**config.mk**
```make
export PLATFORM = sky130hd
export DESIGN_NAME = udp_ipv4_frame_header_generator_top
export DESIGN_NICKNAME = d
export VERILOG_FILES = /design/src/hdl/udphg_pkg.sv /design/src/hdl/udp_ipv4_frame_header_generator_top.sv /design/src/hdl/udphg_front.sv /design/src/hdl/udphg_fifo.sv /design/src/hdl/udphg_back.sv
export SDC_FILE = /design/constraint.sdc
export NUM_CORES = 1
export LEC_CHECK = 0
export ABC_AREA = 1
export BUFFER_PORTS_ARGS = -buffer_cell sky130_fd_sc_hd__buf_2
export CAP_MARGIN = 5
export CORE_UTILIZATION = 45
export DETAILED_ROUTE_END_ITERATION = 6
export SLEW_MARGIN = 0
export SYNTH_ARGS = -nofsm -noshare
export SYNTH_HDL_FRONTEND = slang
export SYNTH_SLANG_ARGS = --single-unit
```
**constraint.sdc**
```tcl
create_clock -name clk -period 4.7 [get_ports clk]
set_input_delay 0.705 -clock clk [delete_from_list [all_inputs] [get_ports clk]]
set_output_delay 0.705 -clock clk [all_outputs]
set_load 0.05 [all_outputs]
```
**src/hdl/udphg_pkg.sv**
```systemverilog
// Shared types and constants for the UDP/IPv4 frame header generator.
// Holds the port payload structs, the queue command and the protocol constants.
// No dependencies.
package udphg_pkg;

    // Input operation codes
    localparam logic OP_START   = 1'b0;
    localparam logic OP_PAYLOAD = 1'b1;

    // Configuration register indexes
    localparam int          CFG_INDEX_W     = 3;
    localparam int          CFG_DATA_W      = 48;
    localparam logic [2:0]  REG_DEST_MAC    = 3'd0;
    localparam logic [2:0]  REG_SOURCE_MAC  = 3'd1;
    localparam logic [2:0]  REG_SOURCE_IP   = 3'd2;
    localparam logic [2:0]  REG_DEST_IP     = 3'd3;
    localparam logic [2:0]  REG_SOURCE_PORT = 3'd4;
    localparam logic [2:0]  REG_DEST_PORT   = 3'd5;

    // Header layout
    localparam int          HDR_BYTES      = 42;
    localparam int          HDR_IDX_W      = 6;
    localparam logic [5:0]  HDR_LAST_IDX   = 6'(HDR_BYTES - 1);
    localparam logic [15:0] ETHERTYPE_IPV4 = 16'h0800;
    localparam logic [7:0]  IP_VER_IHL     = 8'h45;
    localparam logic [7:0]  IP_TOS         = 8'h00;
    localparam logic [7:0]  IP_TTL         = 8'd64;
    localparam logic [7:0]  IP_PROTO_UDP   = 8'h11;
    localparam logic [15:0] IP_HDR_LEN     = 16'd28;
    localparam logic [15:0] UDP_HDR_LEN    = 16'd8;

    // Command queue depth
    localparam int FIFO_DEPTH = 4;
    localparam int FIFO_PTR_W = 2;
    localparam int FIFO_CNT_W = 3;

    typedef struct packed {
        logic        op;
        logic [15:0] payload_length;
        logic [7:0]  data_byte;
    } in_item_t;

    typedef struct packed {
        logic [7:0] out_byte;
        logic       is_header;
        logic       last;
        logic       run_end;
    } out_item_t;

    // One queued job for the back end: a header run or one payload byte
    typedef struct packed {
        logic        kind;
        logic [15:0] len;
        logic [7:0]  data_byte;
        logic        last;
    } cmd_t;

    typedef struct packed {
        logic [47:0] dest_mac;
        logic [47:0] source_mac;
        logic [31:0] source_ip;
        logic [31:0] dest_ip;
        logic [15:0] source_port;
        logic [15:0] dest_port;
    } cfg_t;

endpackage

```
**src/hdl/udp_ipv4_frame_header_generator_top.sv**
```systemverilog
// Top level of the UDP/IPv4 frame header generator: configuration registers,
// front end, command queue and back end. Depends on udphg_pkg and submodules.
//
// A start transaction produces 42 header bytes, which the back-end byte
// sequencer drives one byte per cycle into the output register while the
// output is not stalled; a payload transaction produces one byte, so payload
// streams at one byte per cycle unless the output stalls. The front end takes
// one input transaction per cycle while the four-entry command queue has room,
// so input is taken during a header run until the queue fills. An accepted
// input is registered in the command queue, then in the output register. The
// IPv4 checksum is registered as a raw sum when the start command leaves the
// queue, then folded into a checksum register, ready before its bytes go out.
module udp_ipv4_frame_header_generator_top #(
    parameter int MAX_FRAME_BYTES = 1514
) (
    input  logic                                   clk,
    input  logic                                   rst_n,
    input  logic                                   in_valid,
    output logic                                   in_stall,
    input  udphg_pkg::in_item_t                    in_data,
    output logic                                   out_valid,
    input  logic                                   out_stall,
    output udphg_pkg::out_item_t                   out_data,
    input  logic                                   cfg_we,
    input  logic [udphg_pkg::CFG_INDEX_W-1:0]      cfg_index,
    input  logic [udphg_pkg::CFG_DATA_W-1:0]       cfg_data
);
    import udphg_pkg::*;

    cfg_t cfg_reg;
    logic fifo_full;
    logic fifo_empty;
    logic push;
    logic pop;
    cmd_t push_data;
    cmd_t pop_data;

    // Configuration registers; indexes past the list are ignored.
    always_ff @(posedge clk or negedge rst_n)
    begin
        if (!rst_n)
        begin
            cfg_reg <= '0;
        end
        else if (cfg_we)
        begin
            unique case (cfg_index)
                REG_DEST_MAC:    cfg_reg.dest_mac    <= cfg_data;
                REG_SOURCE_MAC:  cfg_reg.source_mac  <= cfg_data;
                REG_SOURCE_IP:   cfg_reg.source_ip   <= cfg_data[31:0];
                REG_DEST_IP:     cfg_reg.dest_ip     <= cfg_data[31:0];
                REG_SOURCE_PORT: cfg_reg.source_port <= cfg_data[15:0];
                REG_DEST_PORT:   cfg_reg.dest_port   <= cfg_data[15:0];
                default:         ;
            endcase
        end
    end

    udphg_front #(
        .MAX_FRAME_BYTES(MAX_FRAME_BYTES)
    ) u_front (
        .clk       (clk),
        .rst_n     (rst_n),
        .in_valid  (in_valid),
        .in_stall  (in_stall),
        .in_data   (in_data),
        .fifo_full (fifo_full),
        .push      (push),
        .push_data (push_data)
    );

    udphg_fifo u_fifo (
        .clk       (clk),
        .rst_n     (rst_n),
        .push      (push),
        .push_data (push_data),
        .pop       (pop),
        .pop_data  (pop_data),
        .full      (fifo_full),
        .empty     (fifo_empty)
    );

    udphg_back u_back (
        .clk        (clk),
        .rst_n      (rst_n),
        .cfg        (cfg_reg),
        .fifo_empty (fifo_empty),
        .fifo_data  (pop_data),
        .pop        (pop),
        .out_valid  (out_valid),
        .out_stall  (out_stall),
        .out_data   (out_data)
    );

endmodule

```
**src/hdl/udphg_front.sv**
```systemverilog
// Front end: accepts input transactions, clamps the length, tracks the
// remaining payload count and queues header or payload commands.
// Depends on udphg_pkg.
module udphg_front #(
    parameter int MAX_FRAME_BYTES = 1514
) (
    input  logic                clk,
    input  logic                rst_n,
    input  logic                in_valid,
    output logic                in_stall,
    input  udphg_pkg::in_item_t in_data,
    input  logic                fifo_full,
    output logic                push,
    output udphg_pkg::cmd_t     push_data
);
    import udphg_pkg::*;

    localparam int          LIMIT     = MAX_FRAME_BYTES - HDR_BYTES;
    localparam int          CNT_W     = $clog2(LIMIT + 1);
    localparam logic [15:0] LIMIT_LEN = 16'(LIMIT);

    logic [CNT_W-1:0] remaining_reg;
    logic [CNT_W-1:0] remaining_next;
    logic             accept;
    logic [15:0]      clamped_len;

    // The queue having room is the only condition for taking a transaction.
    assign in_stall    = fifo_full;
    assign accept      = in_valid && !fifo_full;
    assign clamped_len = (in_data.payload_length > LIMIT_LEN) ? LIMIT_LEN
                                                              : in_data.payload_length;

    // Classify the transaction and update the payload count.
    always_comb
    begin
        remaining_next      = remaining_reg;
        push                = 1'b0;
        push_data.kind      = in_data.op;
        push_data.len       = clamped_len;
        push_data.data_byte = in_data.data_byte;
        push_data.last      = 1'b0;
        if (accept)
        begin
            if (in_data.op == OP_START)
            begin
                remaining_next = clamped_len[CNT_W-1:0];
                push           = 1'b1;
            end
            else if (remaining_reg != '0)
            begin
                remaining_next = remaining_reg - CNT_W'(1);
                push           = 1'b1;
                push_data.last = (remaining_reg == CNT_W'(1));
            end
        end
    end

    always_ff @(posedge clk or negedge rst_n)
    begin
        if (!rst_n)
        begin
            remaining_reg <= '0;
        end
        else
        begin
            remaining_reg <= remaining_next;
        end
    end

endmodule

```
**src/hdl/udphg_fifo.sv**
```systemverilog
// Short command queue between the front end and the back end.
// Register-based, one push and one pop per cycle. Depends on udphg_pkg.
module udphg_fifo (
    input  logic            clk,
    input  logic            rst_n,
    input  logic            push,
    input  udphg_pkg::cmd_t push_data,
    input  logic            pop,
    output udphg_pkg::cmd_t pop_data,
    output logic            full,
    output logic            empty
);
    import udphg_pkg::*;

    cmd_t                  entry_reg [FIFO_DEPTH];
    logic [FIFO_PTR_W-1:0] wr_ptr_reg;
    logic [FIFO_PTR_W-1:0] rd_ptr_reg;
    logic [FIFO_CNT_W-1:0] count_reg;

    assign full     = (count_reg == FIFO_CNT_W'(FIFO_DEPTH));
    assign empty    = (count_reg == '0);
    assign pop_data = entry_reg[rd_ptr_reg];

    // Entry storage
    always_ff @(posedge clk)
    begin
        if (push)
        begin
            entry_reg[wr_ptr_reg] <= push_data;
        end
    end

    // Pointers and fill count
    always_ff @(posedge clk or negedge rst_n)
    begin
        if (!rst_n)
        begin
            wr_ptr_reg <= '0;
            rd_ptr_reg <= '0;
            count_reg  <= '0;
        end
        else
        begin
            if (push)
            begin
                wr_ptr_reg <= wr_ptr_reg + FIFO_PTR_W'(1);
            end
            if (pop)
            begin
                rd_ptr_reg <= rd_ptr_reg + FIFO_PTR_W'(1);
            end
            if (push && !pop)
            begin
                count_reg <= count_reg + FIFO_CNT_W'(1);
            end
            else if (pop && !push)
            begin
                count_reg <= count_reg - FIFO_CNT_W'(1);
            end
        end
    end

endmodule

```
**src/hdl/udphg_back.sv**
```systemverilog
// Back end: pops commands, sequences the 42 header bytes, computes the IPv4
// header checksum and drives the output register. Depends on udphg_pkg.
module udphg_back (
    input  logic                 clk,
    input  logic                 rst_n,
    input  udphg_pkg::cfg_t      cfg,
    input  logic                 fifo_empty,
    input  udphg_pkg::cmd_t      fifo_data,
    output logic                 pop,
    output logic                 out_valid,
    input  logic                 out_stall,
    output udphg_pkg::out_item_t out_data
);
    import udphg_pkg::*;

    logic                 hdr_active_reg;
    logic                 hdr_active_next;
    logic [HDR_IDX_W-1:0] cnt_reg;
    logic [HDR_IDX_W-1:0] cnt_next;
    logic [15:0]          len_reg;
    logic [15:0]          len_next;
    logic [18:0]          sum_reg;
    logic [18:0]          sum_next;
    logic [15:0]          csum_reg;
    logic                 out_valid_reg;
    logic                 out_valid_next;
    out_item_t            out_data_reg;
    out_item_t            out_data_next;

    logic                 advance;
    logic [15:0]          pop_ip_len;
    logic [15:0]          ip_len;
    logic [15:0]          udp_len;
    logic [16:0]          fold1;
    logic [15:0]          fold2;
    logic [HDR_BYTES*8-1:0] hdr_vec;
    logic [7:0]           hdr_byte;

    assign advance   = !out_valid_reg || !out_stall;
    assign pop       = advance && !hdr_active_reg && !fifo_empty;
    assign out_valid = out_valid_reg;
    assign out_data  = out_data_reg;

    // Checksum: raw sum is taken when the start command is popped, then
    // folded twice with end-around carry into a register well before use.
    assign pop_ip_len = fifo_data.len + IP_HDR_LEN;
    assign sum_next   = 19'({IP_VER_IHL, IP_TOS}) + 19'(pop_ip_len)
                      + 19'({IP_TTL, IP_PROTO_UDP})
                      + 19'(cfg.source_ip[31:16]) + 19'(cfg.source_ip[15:0])
                      + 19'(cfg.dest_ip[31:16]) + 19'(cfg.dest_ip[15:0]);
    assign fold1      = 17'(sum_reg[15:0]) + 17'(sum_reg[18:16]);
    assign fold2      = fold1[15:0] + 16'(fold1[16]);

    // Header image in network order, first byte in the top bits.
    assign ip_len  = len_reg + IP_HDR_LEN;
    assign udp_len = len_reg + UDP_HDR_LEN;
    assign hdr_vec = {cfg.dest_mac, cfg.source_mac, ETHERTYPE_IPV4,
                      IP_VER_IHL, IP_TOS, ip_len, 32'h0000_0000,
                      IP_TTL, IP_PROTO_UDP, csum_reg,
                      cfg.source_ip, cfg.dest_ip,
                      cfg.source_port, cfg.dest_port, udp_len, 16'h0000};
    assign hdr_byte = hdr_vec[(HDR_BYTES - 1 - int'(cnt_reg)) * 8 +: 8];

    // Sequencer and output register load
    always_comb
    begin
        hdr_active_next = hdr_active_reg;
        cnt_next        = cnt_reg;
        len_next        = len_reg;
        out_valid_next  = out_valid_reg;
        out_data_next   = out_data_reg;
        if (advance)
        begin
            if (hdr_active_reg)
            begin
                out_valid_next          = 1'b1;
                out_data_next.out_byte  = hdr_byte;
                out_data_next.is_header = 1'b1;
                out_data_next.run_end   = (cnt_reg == HDR_LAST_IDX);
                out_data_next.last      = (cnt_reg == HDR_LAST_IDX) && (len_reg == '0);
                cnt_next                = cnt_reg + HDR_IDX_W'(1);
                if (cnt_reg == HDR_LAST_IDX)
                begin
                    hdr_active_next = 1'b0;
                end
            end
            else if (!fifo_empty)
            begin
                out_valid_next = 1'b1;
                if (fifo_data.kind == OP_START)
                begin
                    // First header byte goes out as the command is popped.
                    out_data_next.out_byte  = cfg.dest_mac[47:40];
                    out_data_next.is_header = 1'b1;
                    out_data_next.run_end   = 1'b0;
                    out_data_next.last      = 1'b0;
                    hdr_active_next         = 1'b1;
                    cnt_next                = HDR_IDX_W'(1);
                    len_next                = fifo_data.len;
                end
                else
                begin
                    out_data_next.out_byte  = fifo_data.data_byte;
                    out_data_next.is_header = 1'b0;
                    out_data_next.run_end   = 1'b1;
                    out_data_next.last      = fifo_data.last;
                end
            end
            else
            begin
                out_valid_next = 1'b0;
            end
        end
    end

    // Datapath registers
    always_ff @(posedge clk)
    begin
        len_reg      <= len_next;
        out_data_reg <= out_data_next;
        csum_reg     <= ~fold2;
        if (pop && (fifo_data.kind == OP_START))
        begin
            sum_reg <= sum_next;
        end
    end

    // Control registers
    always_ff @(posedge clk or negedge rst_n)
    begin
        if (!rst_n)
        begin
            hdr_active_reg <= 1'b0;
            cnt_reg        <= '0;
            out_valid_reg  <= 1'b0;
        end
        else
        begin
            hdr_active_reg <= hdr_active_next;
            cnt_reg        <= cnt_next;
            out_valid_reg  <= out_valid_next;
        end
    end

endmodule

```
# Yosys cells after proc, flatten, opt, wreduce, memory -nomap -nowiden
# Memory sizes are Yosys's and may differ from the RTL's.
# Cells that the tools add are included.
[totals] reg_bits=280 mem_bits_rw=104 word_cells=111 mem_count=1
[op_classes] add_sub_neg=18 order_cmp=1 n_eq_ne=11 n_shift=1 mux=25 bitwise=4 n_reduce_logical=30
[mem_list] memory="u_fifo.entry_reg" words=4 word_bits=26 read_ports=1 rd_clocked_by_memory_dff=0 wr=1 line="udphg_fifo.sv:15" text="cmd_t entry_reg [FIFO_DEPTH];"
[op_table] cell="336-bit by 32-bit variable part select with 8-bit output" count=1
[op_table] cell="19-bit by 16-bit adder with 19-bit output" count=4
[op_table] cell="11-bit two-way mux" count=5
[op_table] cell="16-bit by 5-bit adder with 16-bit output, second input constant" count=2
[op_table] cell="19-bit by 15-bit adder with 19-bit output, second input constant" count=1
[op_table] cell="6-bit two-way mux" count=3
[op_table] cell="15-bit by 16-bit adder with 17-bit output, first input constant" count=1
[op_table] cell="16-bit by 3-bit adder with 17-bit output" count=1
[op_table] cell="16-bit by 1-bit adder with 16-bit output" count=1
[op_table] cell="16-bit by 4-bit adder with 16-bit output, second input constant" count=1
[op_table] cell="16-bit by 11-bit > comparator with 1-bit output, second input constant" count=1
[op_table] cell="16-bit zero test" count=1
[op_table] cell="16-bit two-way mux" count=1
[op_table] cell="16-bit NOT" count=1
[op_table] cell="2-bit AND reduction" count=8
[op_table] cell="1-bit two-way mux" count=14
[op_table] cell="11-bit by 1-bit equality test with 1-bit output, second input constant" count=1
[op_table] cell="11-bit nonzero test" count=1
[op_table] cell="11-bit by 1-bit subtractor with 11-bit output, second input constant" count=1
[op_table] cell="3-bit equality test, second input constant" count=3
[op_table] cell="1-bit logical AND" count=7
[op_table] cell="1-bit zero test" count=7
[op_table] cell="6-bit by 6-bit subtractor with 7-bit output, first input constant" count=1
[op_table] cell="6-bit by 1-bit adder with 6-bit output, second input constant" count=1
[op_table] cell="15 further kinds" count=22

# Longest topological paths before layout
# Gate-level depths: netlist of the first run.
[logic_depth] ltp_word=8 ltp_mapped=32 depth_no_buf=30

# By module
# From an unflattened synthesis of the first run, not the netlist that was laid out.
[hier_totals] cells_unflattened=2644 hier_area_um2=21942.3
[by_module_without_submodules] module="udphg_back" instances=1 cells_each=1274 area_per_inst_um2=8610.8 seq_area_each_um2=1901.8
[by_module_without_submodules] module="udp_ipv4_frame_header_generator_top" instances=1 cells_each=842 area_per_inst_um2=7502.2 seq_area_each_um2=4804.6
[by_module_without_submodules] module="udphg_fifo" instances=1 cells_each=351 area_per_inst_um2=4654.5 seq_area_each_um2=3298.2
[by_module_without_submodules] module="udphg_front" instances=1 cells_each=177 area_per_inst_um2=1174.9 seq_area_each_um2=275.3

# Least setup slack after synthesis of the first run
# OpenSTA, ideal clock, no wires.
[synth_timing] path_kind="register -> register" start="reg u_fifo.rd_ptr_reg[0]" end="reg u_back.sum_reg[17] (data pin)" setup_ns=0.258 t_arrival_ns=4.862 required_time_ns=4.442 slack_ns=-0.420 stages_incl_launch_ff=32 synth_period_minus_slack_ns=5.120 path_cell_list="dfrtp_1 > buf_6 > inv_8 > buf_6 > nand2_1 > nand3_1 > nand2_2 > ha_1 > a21oi_4 > nand4_1 > nand2_1 > inv_1 > ha_1 > inv_1 > nand2_2 > nand2_2 > xor2_1 > inv_1 > fa_1 > inv_1 > fa_1 > fa_1 > inv_1 > ha_1 > inv_1 > o21bai_1 > nor2_1 > nand3_1 > nand3_1 > nand2_1 > a31oi_1 > xnor2_1"
[synth_between] elab_chain_cells=8
[synth_lines] item="from (decl)" line="udphg_fifo.sv:17" text="logic [FIFO_PTR_W-1:0] rd_ptr_reg;"
[synth_lines] item="from (signal assigned)" line="udphg_fifo.sv:50" text="rd_ptr_reg <= rd_ptr_reg + FIFO_PTR_W'(1);"
[synth_lines] item="memory read 4 x 26 bit"
[synth_lines] item="16-bit by 5-bit adder with 16-bit output" line="udphg_back.sv:46" text="assign pop_ip_len = fifo_data.len + IP_HDR_LEN;"
[synth_lines] item="15-bit by 16-bit adder with 17-bit output" line="udphg_back.sv:47" text="assign sum_next = 19'({IP_VER_IHL, IP_TOS}) + 19'(pop_ip_len)"
[synth_lines] item="19-bit by 15-bit adder with 19-bit output" line="udphg_back.sv:48" text="+ 19'({IP_TTL, IP_PROTO_UDP})"
[synth_lines] item="19-bit by 16-bit adder with 19-bit output (2 in a row)" line="udphg_back.sv:49" text="+ 19'(cfg.source_ip[31:16]) + 19'(cfg.source_ip[15:0])"
[synth_lines] item="19-bit by 16-bit adder with 19-bit output (2 in a row)" line="udphg_back.sv:50" text="+ 19'(cfg.dest_ip[31:16]) + 19'(cfg.dest_ip[15:0]);"
[synth_lines] item="net u_back.sum_next[17]" line="udphg_back.sv:23" text="logic [18:0] sum_next;"
[synth_lines] item="to (signal assigned)" line="udphg_back.sv:124" text="sum_reg <= sum_next;"
[synth_lines] item="to (decl)" line="udphg_back.sv:22" text="logic [18:0] sum_reg;"
# The timed path passes the listed nets, and every way through them passes these cells.
# A chain may end at the register's enable or synchronous reset.

# Worst setup path in the final report of the first run
# Ends and elaborated chain as after synthesis.

==> results of run 1 <==
critical path, delay by kind of cell, from the launching register on:
| kind | cells | cell delay (ps) |
|---|---|---|
| DFF | 1 | 450 |
| buffers and inverters | 7 | 530 |
| xor gates and xnor gates | 2 | 280 |
| and+or+nand+nor | 13 | 1090 |
| adders and majority gates | 6 | 1970 |
| AOI/OAI and AO/OA | 2 | 230 |
cell families (layout without fill, tap and decap cells):
kind of cell / Yosys count / after routing / synth area share
compound gates: 398 / 398 / 0.1002
xor+xnor: 47 / 47 / 0.01995
fa+ha+maj: 106 / 106 / 0.07956
buf+inv: 390 / 592 / 0.07693
flops: 384 / 384 / 0.4807
mux: 1 / 1 / 0.0005265
other cells: 1 / 20 / 0.0001753
simple gates: 1228 / 1228 / 0.2420
layer usage:
layer	wire (um)	part of all wire
met1	27030	0.42
met2	29690	0.47
met3	4350	0.068
met4	2553	0.040
met5	0	0
through the flow:
| step | instance area (um2) | hold slack [ps] | setup slack, ps | TNS (ps) |
|---|---|---|---|---|
| floorplan | 21560 | 409.4 | -67.11 | -224.4 |
| finish | 25270 | 254.9 | -96.70 | -408.1 |
| global placement | 23200 | 465.7 | -104.4 | -519.9 |
| global route | 25270 | 342.0 | -359.9 | -1919 |
| CTS | 24730 | 298.5 | -54.82 | -140.8 |
| detailed placement | 23200 | 473.1 | -225.8 | -1179 |
cell usage after synthesis, types with 6 or more instances:
library cell | n | share of area
clkbuf_1 | 58 | 0.010
a21oi_1 | 74 | 0.017
buf_2 | 21 | 0.0049
nand2_2 | 20 | 0.0059
edfxtp_1 | 150 | 0.21
nand2_1 | 802 | 0.14
buf_6 | 12 | 0.0063
buf_1 | 6 | 0.0011
dfrtp_1 | 218 | 0.26
inv_2 | 6 | 0.0011
dfxtp_1 | 16 | 0.015
nand2_4 | 7 | 0.0037
nand4_1 | 25 | 0.0073
o22ai_1 | 10 | 0.0029
inv_1 | 272 | 0.048
xnor2_1 | 11 | 0.0045
buf_4 | 10 | 0.0035
nor2_1 | 121 | 0.021
a31oi_1 | 20 | 0.0059
a221oi_1 | 6 | 0.0025
o21ai_0 | 257 | 0.060
nor3_1 | 17 | 0.0040
xor2_1 | 34 | 0.014
fa_1 | 50 | 0.047
nor2_2 | 6 | 0.0018
nand3_1 | 206 | 0.048
ha_1 | 56 | 0.033
area by class of cell:
class,instances,area [um2]
clock inverter,12,86.33
sequential,384,10280
fill,4257,21480
timing repair buffer,235,1718
inverter,281,1077
timing repair inverter,1,11.26
multi-input combinational,1800,10140
tap,607,759.5
clock buffer,63,1201
timing repair:
action                     4_1_cts  5_1_grt
pin swaps                       20       59
setup endpoints to repair        7        8
cloned                           1        1
buffers inserted                 8       14
resized for setup               35      113
path summary, 6_finish.rpt:
check	from	endpoint	slack (ps)	depth (start not counted)
min in group clk	in_data[6]	u_fifo.entry_reg[3][7]	360	1
worst max register to register	u_fifo.rd_ptr_reg[0]	u_back.sum_reg[17]	-100	30
worst max-delay path	u_fifo.rd_ptr_reg[0]	u_back.sum_reg[17]	-100	30
worst min register to register	cfg_reg[129]	cfg_reg[129]	480	2
worst min-delay path	rst_n	cfg_reg[76]	250	1
max in group asynchronous	rst_n	cfg_reg[110]	3330	2
==> impl_metrics.env, run 1 <==
export IMPL_status="complete, but fails checks"
export IMPL_violations="DRC, setup timing"
export IMPL_skew_ps=22.08
export IMPL_syn_to_final_growth_pct=18.17
export IMPL_drive_above_1_share=0.1700
export IMPL_syn_area_um2=21390
export IMPL_diodes=0
export IMPL_grt_pass1_vias=17040
export IMPL_startpoint_type="flip-flop"
export IMPL_critPathMaxStageDelay_ps=500
export IMPL_grt_pass1_wl_um=96800
export IMPL_wl_per_cell_um=18.81
export IMPL_ant_nets=0
export IMPL_grt_ovfl_total=0
export IMPL_die_area_um2=48400
export IMPL_synth_edf_count=150
export IMPL_core_area_um2=46750
export IMPL_slew_violations=0
export IMPL_numCtsBuffers=43
export IMPL_grt_max_degree=127
export IMPL_slowest_stage="fa_1"
export IMPL_end_kind="flip-flop"
export IMPL_drc=5
export IMPL_dr_first_iter_drc_count=1592
export IMPL_root_buffer="clkbuf_16"
export IMPL_layout_cells_non_filler=3383
export IMPL_critical_path_most_common_cell="nand2_2"
export IMPL_met3_usage=0.05273
export IMPL_htree_levels=2
export IMPL_postLayoutSetupSlackWorst_ps=-96.70
export IMPL_critPathMaxFanout=7
export IMPL_fin_crit_sh=1.021
export IMPL_critPathRequiredTime_ps=5010
export IMPL_async_flop_share=0.5677
export IMPL_nets=2933
export IMPL_start_util=0.4574
export IMPL_first_pass_iters=7
export IMPL_synthCells=2555
export IMPL_clock_path_buffers=3
export IMPL_num_vias=18130
export IMPL_drv_cap=0
export IMPL_fmax_ghz=0.2085
export IMPL_hold_buffers=0
export IMPL_ys_seq_elements=384
export IMPL_die_x_um=220.0
export IMPL_antenna_found_initial=0
export IMPL_numClockSinks=384
export IMPL_rsz0062_at_grt="yes"
export IMPL_grtUsageMet1=0.3499
export IMPL_place_gp_congestion=0.9487
export IMPL_top_usage_layer="met2"
export IMPL_crit_type="reg2reg"
export IMPL_finalSetupViolCount=7
export IMPL_io_buffers=93
export IMPL_met2_usage=0.4231
export IMPL_via_per_inst=5.359
export IMPL_hold_viol=0
export IMPL_hp_class="in2async"
export IMPL_rows=79
export IMPL_fp_dieH_um=220.0
export IMPL_worstMarginPinSlew_ps=1071
export IMPL_worstSkewPairLatency_ps=580
export IMPL_detail_route_wirelength_um=63620
export IMPL_maxSlewHeadroom=0.2838
export IMPL_fin_util=0.5406
export IMPL_synth_area_per_cell_um2=8.371
export IMPL_synthDistinctLibCells=61
export IMPL_place_hpwl_um=46220
export IMPL_period_needed_ps=4797
export IMPL_io_pin_count=94
export IMPL_seq_area_frac_synth=0.4807
export IMPL_ys_flop_type="dfrtp_1"
export IMPL_most_common_layout_cells="nand2_1 (756), inv_1 (259), o21ai_0 (253), dfrtp_1 (217), nand3_1 (190)"
export IMPL_path_clk_slew_ps=60
export IMPL_grtUsageTotal=0.2642
export IMPL_final_common_cell="nand2_1"
export IMPL_yosys_warnings=0
export IMPL_largest_reg_flops=192
export IMPL_dp_cells=3285
export IMPL_worstPathArrival_ps=5100
export IMPL_cts_tree="done"
Power of run 1 is not shown: default switching activity piles up to over one toggle a cycle in this logic, so the estimate is an artifact.
==> run 2, diff against run 1 <==
Settings changed: ABC_CLOCK_PERIOD_IN_PS set to 4700, CORE_MARGIN set to 8.
==> run 2 against run 1 <==
The run still ends with DRC, setup timing left. Cell count is essentially flat. Maximum frequency rose by 1.0%. Register-to-register slack better by 50 ps. Count of clock-buffer cells in the layout is 8 lower. Sequential share of layout area up 0.45 points.
==> impl_metrics.env, run 2 (same netlist as run 1, synthesis figures left out) <==
export IMPL_r2r_start="u_fifo.rd_ptr_reg[0]"
export IMPL_nets=2918
export IMPL_die_x_um=234.0
export IMPL_rsz0062_at_grt="yes"
export IMPL_fmax_ghz=0.2106
export IMPL_worstPathArrival_ps=5060
export IMPL_violations="DRC, setup timing"
export IMPL_status="complete, but fails checks"
export IMPL_start_util=0.4517
export IMPL_core_area_um2=47350
export IMPL_slowest_stage="fa_1"
export IMPL_dr_first_iter_drc_count=1422
export IMPL_stdcell_area_um2=24990
export IMPL_startpoint_type="flip-flop"
export IMPL_drc=1
export IMPL_path_clk_slew_ps=60
export IMPL_via_per_inst=5.323
export IMPL_hold_buffers=0
export IMPL_final_common_cell="nand2_1"
export IMPL_place_gp_congestion=0.9173
export IMPL_antenna_found_initial=0
export IMPL_startpoint="u_fifo.rd_ptr_reg[0]"
export IMPL_grt_pass1_vias=17330
export IMPL_hold_viol=0
export IMPL_first_pass_iters=7
export IMPL_dp_cells=3288
export IMPL_grt_pass1_wl_um=99220
export IMPL_grt_max_degree=103
export IMPL_ant_nets=0
export IMPL_io_buffers=93
export IMPL_htree_levels=2
export IMPL_drive_above_1_share=0.1519
export IMPL_critPathMaxStageDelay_ps=500
export IMPL_rows=80
export IMPL_end_kind="flip-flop"
export IMPL_syn_to_final_growth_pct=16.86
export IMPL_root_buffer="clkbuf_16"
export IMPL_period_needed_ps=4749
export IMPL_critPathMaxFanout=6
export IMPL_numCtsBuffers=42
export IMPL_r2r_cells=30
export IMPL_diodes=0
export IMPL_most_common_layout_cells="nand2_1 (787), inv_1 (264), o21ai_0 (254), dfrtp_1 (218), nand3_1 (197)"
export IMPL_io_pin_count=94
export IMPL_fin_crit_sh=1.010
export IMPL_grtUsageTotal=0.2336
export IMPL_cts_tree="done"
export IMPL_worstSkewPairLatency_ps=570
export IMPL_maxSlewHeadroom=0.2821
export IMPL_drv_cap=0
export IMPL_fp_dieH_um=234.0
export IMPL_numClockSinks=384
export IMPL_wl_per_cell_um=18.94
export IMPL_nFillCells=4519
export IMPL_postLayoutSetupSlackWorst_ps=-49.08
export IMPL_hp_class="in2async"
export IMPL_critical_path_most_common_cell="nand2_2"
export IMPL_crit_type="reg2reg"
export IMPL_die_area_um2=54760
export IMPL_finalSetupViolCount=5
export IMPL_detail_route_wirelength_um=64030
export IMPL_grt_ovfl_total=0
export IMPL_skew_ps=21.21
export IMPL_layout_cells_non_filler=3380
export IMPL_slew_violations=0
export IMPL_place_area_um2=23160
export IMPL_rrSetupSlack_ps=-50
export IMPL_worstMarginPinSlew_ps=1075
export IMPL_clock_path_buffers=3
export IMPL_largest_reg_flops=192
export IMPL_critPathRequiredTime_ps=5010
export IMPL_place_hpwl_um=46640
export IMPL_num_vias=17990
==> run 2: cell count changes in the layout (fill, tap and decap cells not counted), sizes merged <==
cell	previous run	this run
clkinv	14	17
inv	278	281
buf	235	220
bufinv	0	3
clkbuf	63	55
clkinvlp	2	5
==> run 2: what timing repair did <==
item                       in CTS  in global routing
pin swaps                      25                 26
resized for setup              37                 29
setup buffers                   6                  7
setup endpoints to repair       7                  9
cloned                          2                  0
==> run 2: layer usage <==
metal  up-vias  part of all wire  GRT usage
li1       8645                 -          -
met1      8619              0.43     0.3121
met2       615              0.47     0.3814
met3       112             0.066    0.04161
met4         0             0.035    0.07847
met5         -                 0          0
==> run 2: cell type report <==
cell class	instances	area [um2]	area share
clock buffers	55	1181	0.04726
clock inverters	23	229.0	0.009161
inverters	281	1070	0.04280
multi-input cells	1800	9928	0.3972
flip-flops and latches	384	10280	0.4113
well taps	615	769.5	0.03079
repair buffers	220	1518	0.06073
repair inverters	2	17.52	0.0007009
==> run 2: worst max-delay path: cells and delay by family, from the launching register on <==
kind	cells	cell delay [ps]
compound gates	2	220
xor+xnor	2	270
fa+ha+maj	6	2030
buf+inv	7	500
flops	1	430
simple gates	13	1040
==> run 2: final timing paths <==
path | to
worst max-delay path | u_back.sum_reg[17]
worst min-delay path | cfg_reg[71]
worst max register to register | u_back.sum_reg[17]
worst min register to register | cfg_reg[23]
max in group asynchronous | u_front.remaining_reg[9]
min in group clk | u_fifo.entry_reg[0][2]
==> run 2: through the flow <==
| step | hold WS, ps | worst slack, ps | util | TNS (ps) |
|---|---|---|---|---|
| floorplan | 409.4 | -67.11 | - | -224.4 |
| global placement | 460.6 | -100.6 | 0.4892 | -472.5 |
| detailed placement | 473.7 | -267.8 | 0.4892 | -1309 |
| CTS | 211.8 | -61.60 | 0.5234 | -248.0 |
| global route | 221.7 | -314.3 | 0.5279 | -1665 |
| finish | 177.9 | -49.08 | 0.5279 | -160.8 |
Power of run 2 is left out for the same reason.
